## src/rtl/smpq_pkg.sv

```systemverilog
`default_nettype none

package smpq_pkg;

    // Queue geometry
    localparam int CAPACITY = 16;
    localparam int KEY_W    = 32;
    localparam int CNT_W    = $clog2(CAPACITY + 1);

    // Command codes on the cmd port
    typedef enum logic [1:0] {
        CMD_INSERT  = 2'd0,
        CMD_DELETE  = 2'd1,
        CMD_READOUT = 2'd2
    } cmd_t;

    // Result status codes
    typedef enum logic [2:0] {
        ST_INSERTED = 3'd0,
        ST_REMOVED  = 3'd1,
        ST_READOUT  = 3'd2,
        ST_EMPTY    = 3'd3,
        ST_FULL     = 3'd4
    } status_t;

    // Operation applied to the key cells
    typedef enum logic [1:0] {
        OP_HOLD   = 2'd0,
        OP_INSERT = 2'd1,
        OP_DELETE = 2'd2,
        OP_ROTATE = 2'd3
    } dp_op_t;

    // Controller to datapath
    typedef struct packed {
        dp_op_t  op;
        logic    emit;
        status_t st;
        logic    last;
    } dp_cmd_t;

    // Datapath to controller
    typedef struct packed {
        logic [CNT_W-1:0] count;
        logic             empty;
        logic             full;
    } dp_stat_t;

endpackage

`default_nettype wire

```

## src/rtl/sorted_min_priority_queue.sv

```systemverilog
`default_nettype none

// Channel   Handshake           Ports
// -------   -----------------   ------------------------------------------
// command   start & !busy       cmd, new_key
// result    done (one cycle)    out_key, status, occupancy, last
//
// Insert, delete, and any empty or full report show their result with done in
// the cycle after the command is taken. A readout of N keys shows one key per
// cycle; busy stays high after the transfer while the remaining keys rotate
// past cell 0. Reset clears the fill count, done and the controller state;
// key cells and result registers are never cleared.
// The receiver cannot stall: each result is on the ports for one cycle.
module sorted_min_priority_queue (
    input  wire logic                              clk,
    input  wire logic                              rst_n,
    input  wire logic                              start,
    output logic                                   busy,
    input  wire logic [1:0]                        cmd,
    input  wire logic signed [smpq_pkg::KEY_W-1:0] new_key,
    output logic                                   done,
    output logic signed [smpq_pkg::KEY_W-1:0]      out_key,
    output logic [2:0]                             status,
    output logic [smpq_pkg::CNT_W-1:0]             occupancy,
    output logic                                   last
);
    import smpq_pkg::*;

    dp_cmd_t  dp_cmd;
    dp_stat_t dp_stat;

    smpq_ctrl u_ctrl (
        .clk     (clk),
        .rst_n   (rst_n),
        .start   (start),
        .cmd     (cmd),
        .busy    (busy),
        .dp_stat (dp_stat),
        .dp_cmd  (dp_cmd)
    );

    smpq_datapath u_datapath (
        .clk       (clk),
        .rst_n     (rst_n),
        .dp_cmd    (dp_cmd),
        .dp_stat   (dp_stat),
        .new_key   (new_key),
        .out_key   (out_key),
        .status    (status),
        .occupancy (occupancy),
        .last      (last),
        .done      (done)
    );

endmodule

`default_nettype wire

```

## src/rtl/smpq_datapath.sv

```systemverilog
`default_nettype none

module smpq_datapath (
    input  wire logic                          clk,
    input  wire logic                          rst_n,
    input  wire smpq_pkg::dp_cmd_t             dp_cmd,
    output smpq_pkg::dp_stat_t                 dp_stat,
    input  wire logic signed [smpq_pkg::KEY_W-1:0] new_key,
    output logic signed [smpq_pkg::KEY_W-1:0]  out_key,
    output logic [2:0]                         status,
    output logic [smpq_pkg::CNT_W-1:0]         occupancy,
    output logic                               last,
    output logic                               done
);
    import smpq_pkg::*;

    logic signed [KEY_W-1:0] key_reg  [CAPACITY];
    logic signed [KEY_W-1:0] key_next [CAPACITY];
    logic [CAPACITY-1:0]     le;
    logic [CNT_W-1:0]        count_reg;
    logic [CNT_W-1:0]        count_next;

    logic signed [KEY_W-1:0] out_key_reg;
    logic signed [KEY_W-1:0] out_key_next;
    logic [2:0]              status_reg;
    logic [CNT_W-1:0]        occupancy_reg;
    logic                    last_reg;
    logic                    done_reg;

    // Per-cell compare and shift
    for (genvar g = 0; g < CAPACITY; g++) begin : g_cell
        logic signed [KEY_W-1:0] up_key;
        logic signed [KEY_W-1:0] ins_key;

        // held key that stays ahead of the new key (equal keys stay ahead)
        assign le[g] = (CNT_W'(g) < count_reg) && (key_reg[g] <= new_key);

        if (g == CAPACITY - 1) begin : g_tail
            assign up_key = key_reg[g];
        end
        else begin : g_body
            assign up_key = key_reg[g + 1];
        end

        if (g == 0) begin : g_head
            assign ins_key = le[g] ? key_reg[g] : new_key;
        end
        else begin : g_rest
            assign ins_key = le[g] ? key_reg[g] : (le[g - 1] ? new_key : key_reg[g - 1]);
        end

        always_comb
        begin
            case (dp_cmd.op)
                OP_INSERT: key_next[g] = ins_key;
                OP_DELETE: key_next[g] = up_key;
                // rotate the held keys left by one, head wraps to the tail
                OP_ROTATE: key_next[g] = (CNT_W'(g + 1) == count_reg) ? key_reg[0] : up_key;
                default:   key_next[g] = key_reg[g];
            endcase
        end

        always_ff @(posedge clk)
        begin
            key_reg[g] <= key_next[g];
        end
    end

    // Fill count
    always_comb
    begin
        case (dp_cmd.op)
            OP_INSERT: count_next = count_reg + CNT_W'(1);
            OP_DELETE: count_next = count_reg - CNT_W'(1);
            default:   count_next = count_reg;
        endcase
    end

    // Result key select
    always_comb
    begin
        case (dp_cmd.st)
            ST_INSERTED, ST_FULL:   out_key_next = new_key;
            ST_REMOVED, ST_READOUT: out_key_next = key_reg[0];
            default:                out_key_next = '0;
        endcase
    end

    always_ff @(posedge clk or negedge rst_n)
    begin
        if (!rst_n)
        begin
            count_reg <= '0;
            done_reg  <= 1'b0;
        end
        else
        begin
            count_reg <= count_next;
            done_reg  <= dp_cmd.emit;
        end
    end

    // Result registers
    always_ff @(posedge clk)
    begin
        if (dp_cmd.emit)
        begin
            out_key_reg   <= out_key_next;
            status_reg    <= dp_cmd.st;
            occupancy_reg <= count_next;
            last_reg      <= dp_cmd.last;
        end
    end

    assign dp_stat.count = count_reg;
    assign dp_stat.empty = (count_reg == '0);
    assign dp_stat.full  = (count_reg == CNT_W'(CAPACITY));

    assign out_key   = out_key_reg;
    assign status    = status_reg;
    assign occupancy = occupancy_reg;
    assign last      = last_reg;
    assign done      = done_reg;

    // Checks
    a_count_bound: assert property (@(posedge clk) disable iff (!rst_n)
        count_reg <= CNT_W'(CAPACITY))
        else $error("fill count above capacity");

    a_insert_grows: assert property (@(posedge clk) disable iff (!rst_n)
        (dp_cmd.op == OP_INSERT) |=> (count_reg == $past(count_reg) + CNT_W'(1)))
        else $error("insert did not grow the fill count");

    a_no_insert_full: assert property (@(posedge clk) disable iff (!rst_n)
        (dp_cmd.op == OP_INSERT) |-> !dp_stat.full)
        else $error("insert issued on a full queue");

endmodule

`default_nettype wire

```

## src/rtl/smpq_ctrl.sv

```systemverilog
`default_nettype none

module smpq_ctrl (
    input  wire logic               clk,
    input  wire logic               rst_n,
    input  wire logic               start,
    input  wire logic [1:0]         cmd,
    output logic                    busy,
    input  wire smpq_pkg::dp_stat_t dp_stat,
    output smpq_pkg::dp_cmd_t       dp_cmd
);
    import smpq_pkg::*;

    typedef enum logic [1:0] {
        S_IDLE = 2'b01,
        S_READ = 2'b10
    } state_t;

    state_t           state_reg;
    state_t           state_next;
    logic [CNT_W-1:0] remain_reg;
    logic [CNT_W-1:0] remain_next;

    // Command decode and readout sequencing
    always_comb
    begin
        dp_cmd.op   = OP_HOLD;
        dp_cmd.emit = 1'b0;
        dp_cmd.st   = ST_EMPTY;
        dp_cmd.last = 1'b0;
        state_next  = state_reg;
        remain_next = remain_reg;
        case (state_reg)
            S_IDLE:
            begin
                if (start)
                begin
                    case (cmd)
                        CMD_INSERT:
                        begin
                            dp_cmd.emit = 1'b1;
                            dp_cmd.last = 1'b1;
                            if (dp_stat.full)
                            begin
                                dp_cmd.st = ST_FULL;
                            end
                            else
                            begin
                                dp_cmd.op = OP_INSERT;
                                dp_cmd.st = ST_INSERTED;
                            end
                        end
                        CMD_DELETE:
                        begin
                            dp_cmd.emit = 1'b1;
                            dp_cmd.last = 1'b1;
                            if (!dp_stat.empty)
                            begin
                                dp_cmd.op = OP_DELETE;
                                dp_cmd.st = ST_REMOVED;
                            end
                        end
                        CMD_READOUT:
                        begin
                            dp_cmd.emit = 1'b1;
                            if (dp_stat.empty)
                            begin
                                dp_cmd.last = 1'b1;
                            end
                            else
                            begin
                                dp_cmd.op   = OP_ROTATE;
                                dp_cmd.st   = ST_READOUT;
                                dp_cmd.last = (dp_stat.count == CNT_W'(1));
                                remain_next = dp_stat.count - CNT_W'(1);
                                if (dp_stat.count != CNT_W'(1))
                                begin
                                    state_next = S_READ;
                                end
                            end
                        end
                        default:
                        begin
                            // unused code: no change, no result
                        end
                    endcase
                end
            end
            S_READ:
            begin
                dp_cmd.op   = OP_ROTATE;
                dp_cmd.emit = 1'b1;
                dp_cmd.st   = ST_READOUT;
                dp_cmd.last = (remain_reg == CNT_W'(1));
                remain_next = remain_reg - CNT_W'(1);
                if (remain_reg == CNT_W'(1))
                begin
                    state_next = S_IDLE;
                end
            end
            default:
            begin
                state_next = S_IDLE;
            end
        endcase
    end

    always_ff @(posedge clk or negedge rst_n)
    begin
        if (!rst_n)
        begin
            state_reg  <= S_IDLE;
            remain_reg <= '0;
        end
        else
        begin
            state_reg  <= state_next;
            remain_reg <= remain_next;
        end
    end

    assign busy = (state_reg == S_READ);

    // Checks
    a_read_remain: assert property (@(posedge clk) disable iff (!rst_n)
        (state_reg == S_READ) |-> (remain_reg != '0))
        else $error("readout running with nothing left");

    a_last_ends_read: assert property (@(posedge clk) disable iff (!rst_n)
        (state_reg == S_READ && dp_cmd.last) |=> (state_reg == S_IDLE))
        else $error("readout continued after its last key");

    a_read_within_count: assert property (@(posedge clk) disable iff (!rst_n)
        (state_reg == S_READ) |-> (remain_reg < dp_stat.count))
        else $error("readout longer than the fill count");

endmodule

`default_nettype wire
```

## config.mk

```make
export PLATFORM = sky130hd
export DESIGN_NAME = sorted_min_priority_queue
export DESIGN_NICKNAME = d
export VERILOG_FILES = /design/src/rtl/smpq_pkg.sv /design/src/rtl/sorted_min_priority_queue.sv /design/src/rtl/smpq_datapath.sv /design/src/rtl/smpq_ctrl.sv
export SDC_FILE = /design/constraint.sdc
export NUM_CORES = 2
export LEC_CHECK = 0
export ABC_AREA = 1
export BUFFER_PORTS_ARGS = -buffer_cell sky130_fd_sc_hd__buf_4
export CORE_ASPECT_RATIO = 2
export CORE_MARGIN = 2
export CORE_UTILIZATION = 30
export DETAILED_ROUTE_END_ITERATION = 8
export SLEW_MARGIN = 40
export SYNTH_ARGS = -nofsm -noshare
export SYNTH_HDL_FRONTEND = slang
export SYNTH_SLANG_ARGS = --single-unit
```

## constraint.sdc

```tcl
create_clock -name clk -period 6.64 [get_ports clk]
set_clock_uncertainty 0.05 [all_clocks]
set_input_delay 0.996 -clock clk [delete_from_list [all_inputs] [get_ports clk]]
set_output_delay 0.996 -clock clk [all_outputs]
set_load 0.01 [all_outputs]
```

==> results.md <==
- Status: complete, no violations
- First-pass GRT wire length: 273000 um
- Worst setup path startpoint: new_key[24]
- WP data required: 6.92 ns
- DR WL/cell: 21.5 um
- Synth Area per Inst: 7.36 um^2
- Synth Instances: 6450
- Worst-path clk slew: 0.07 ns
- Synth top area cells: edfxtp_1 35%, ha_1 14%, nand2_1 13%, nand3_1 11%, inv_1 8.2%
- CTS max path bufs: 3
- Antenna Violating Nets Remaining: 0
- Startpoint Class: input port
- DRC errors left: 0
- CORE AREA: 157000 um^2
- PwrDens: 567 nW/um^2
- Count of cell types in the netlist: 48
- Ratio of cells with drive above 1 in the final layout: 6.78%
- Slew @ Worst Pin: 1.05 ns
- XOR/XNOR Fraction of Synth Area: 0.0922%
- Die ar.: 162000 um^2
- CTS sink count: 566
- CTS Buf Count: 56
- Top-area cell type share of the netlist area: 35.0%
- Max incr delay on CP: 0.86 ns
- Post-synthesis adder-cell area fraction: 13.8%
- Pleak: 24.5 nW
- Fin. Hold Viols: 0
- Top sig layer: met5
- Post-route insts no fill: 8501
- Worst skew pair latency: 0.71 ns
- Largest net degree at the start of global routing: 180
- Die Ht: 567 um
- CP Data Arrival Time: 5.07 ns
- Max reg flops: 512
- H-tree depth: 2
- Fmax: 0.209 GHz
- Met3 WL post-DR: 8350 um
- Number of enable flip-flop cells after synthesis: 553
- Register area share after synthesis: 35.7%
- Cell area after synthesis: 47500 um^2
- Port bufs: 79
- Synth Flop Type: edfxtp_1
- Mux contribution to synthesized area: 0%
- Syn nets: 7012
- Gr ovfl total: 0
- Initial Utilization: 30.2%
- Hold Buf Count CTS: 0
- Pre-antenna DRT Iters: 8
- CP Class: in -> reg
- Vias in the first global route: 46400
- Max-Slew Margin vs Limit: 29.7%
- FFs w/ async S/R, synth: 2.30%
- Met2 routed WL: 95500 um
- Highest-delay cell along the critical path: nor4b_2
- WL final: 183000 um
- Most frequent cell after synthesis: nand2_1
- Placed Cells: 8392
- Cell repeated most along the worst path: nand2_1
- Gr usage total: 22.1%
- Detailed Place HPWL: 141000 um
- Yosys reg bits: 566
- Synth Area in Compound Gates: 11.6%
- # rows: 206
- Initial antenna violation count: 6
- R2r startpoint: u_datapath.count_reg[0]$_DFF_PN0_
- Number of max-cap violations: 0
- Met1 WL: 57300 um
- Fill count: 16700
- First DRT Iteration DRCs: 3189
- Total I/O pin count: 80
- Final Cycle Share: 72.1%
- CTS tree: done
- Setup TNS Final: 0 ns
- Min-Delay Path Class: in -> async
- Crit path time final: 4.79 ns
- R2R Setup Slk: 1.87 ns
- Synth top cells by count: 1604 x nand2_1, 1041 x inv_1, 1013 x nand3_1
- Final setup fails: 0
- Post-Synth Simple-Gate Area: 26.1%
- Pwr Total: 29.8 mW
- RSZ-0062 raised after global routing: false
- Number of synthesis warnings: 0
- Chip Width: 285 um
- Routability congestion estimate: 0.934
- Final max-slew violation count: 0
- Critical Path End Type: flop
- Largest family of logic cells by synthesized area: simple AND/OR/NAND/NOR gates
- Crit-path cells: buf_4, clkinv_1, buf_4, ha_1, nand2_1, nor3b_1, nor4b_2, nand2_1, nand2_1, nand2_1, nand2_1, nand2_1, a21oi_4, buf_4
- CTS resizes: 0
- Post-CTS Setup Bufs: 0
- Via count: 45100
- Worst vdd ir: 0.459 mV
- Largest area contributor in the netlist: edfxtp_1
- Area growth, synth to finish: 10.8%
- Clock Root Buffer: clkbuf_16
- Final #Nets: 6934
- CP Max Fanout: 32
- Vias/cell: 5.31
- Post-Place Setup Slack: 1.36 ns
- Worst setup margin: 1.85 ns
[metrics by stage]
step           area (um^2)  hold WS, ns  utilization (%)
5_1_grt              52600       0.0998             33.5
3_5_place_dp         50700        0.452             32.3
4_1_cts              52600       0.0850             33.4
3_3_place_gp         50300        0.432             32.0
6_report             52600       0.0978             33.5
2_1_floorplan        47500        0.420                -
[routing by layer]
layer / track usage (%) / vias up
li1: - / 21400
met1: 19.8 / 20900
met2: 41.4 / 1956
met3: 2.39 / 827
met4: 22.4 / 6
met5: 0 / -
[final timing paths]
check,endpoint,cells after the start
worst max register to register,u_datapath.key_reg[0][24]$_DFFE_PP_,16
worst min-delay path,u_ctrl.remain_reg[2]$_DFFE_PN0P_,1
worst max-delay path,u_datapath.key_reg[15][5]$_DFFE_PP_,14
worst min register to register,u_ctrl.state_reg[0]$_DFFE_PN1P_,2
max in group asynchronous,u_ctrl.state_reg[0]$_DFFE_PN1P_,1
min in group clk,u_ctrl.state_reg[0]$_DFFE_PN1P_,2
[cells by family (layout without fill, tap and decap cells)]
family / after synthesis / in the layout
compound gates: 906 / 906
xor+xnor: 5 / 5
fa+ha+maj: 525 / 525
buf+inv: 1561 / 1529
flops: 566 / 566
other cells: 0 / 3
simple gates: 2887 / 2887
[area by class of cell]
cell class	count	area [um^2]	area share, %
Antenna cell	3	7.51	0.0143
Clock buffer	74	1590	3.03
Clock inverter	30	246	0.468
Inverter	1201	4510	8.57
Multi-Input combinational cell	4323	24700	46.9
Sequential cell	566	16900	32.2
Tap cell	2080	2600	4.94
Timing Repair Buffer	224	2040	3.87
[cells in the final DEF, fill, tap and decap left out, types with 30 or more instances in the layout]
master        n
inv_1      1033
nand2_1    1597
o22ai_1     450
o22ai_2      30
buf_4       198
nand4_1      42
clkbuf_16    60
inv_2        37
a21oi_1     231
o21ai_0     113
ha_1        524
clkinv_1    141
nand3_1    1012
nor2_1      168
edfxtp_1    553
[where the power goes]
group	switching, mW	internal [mW]	leakage (nW)
Clock	1.63	1.84	0.910
Combinational	12.5	5.29	18.3
Sequential	1.14	7.40	5.27
Total	15.3	14.5	24.5
[worst max-delay path, delay by kind of cell]
kind	cells	cell delay [ns]
compound gates	1	0.13
fa+ha+maj	1	0.29
buf+inv	4	1.34
simple gates	8	2.28
No activity file was read; power rests on OpenSTA's default activity.
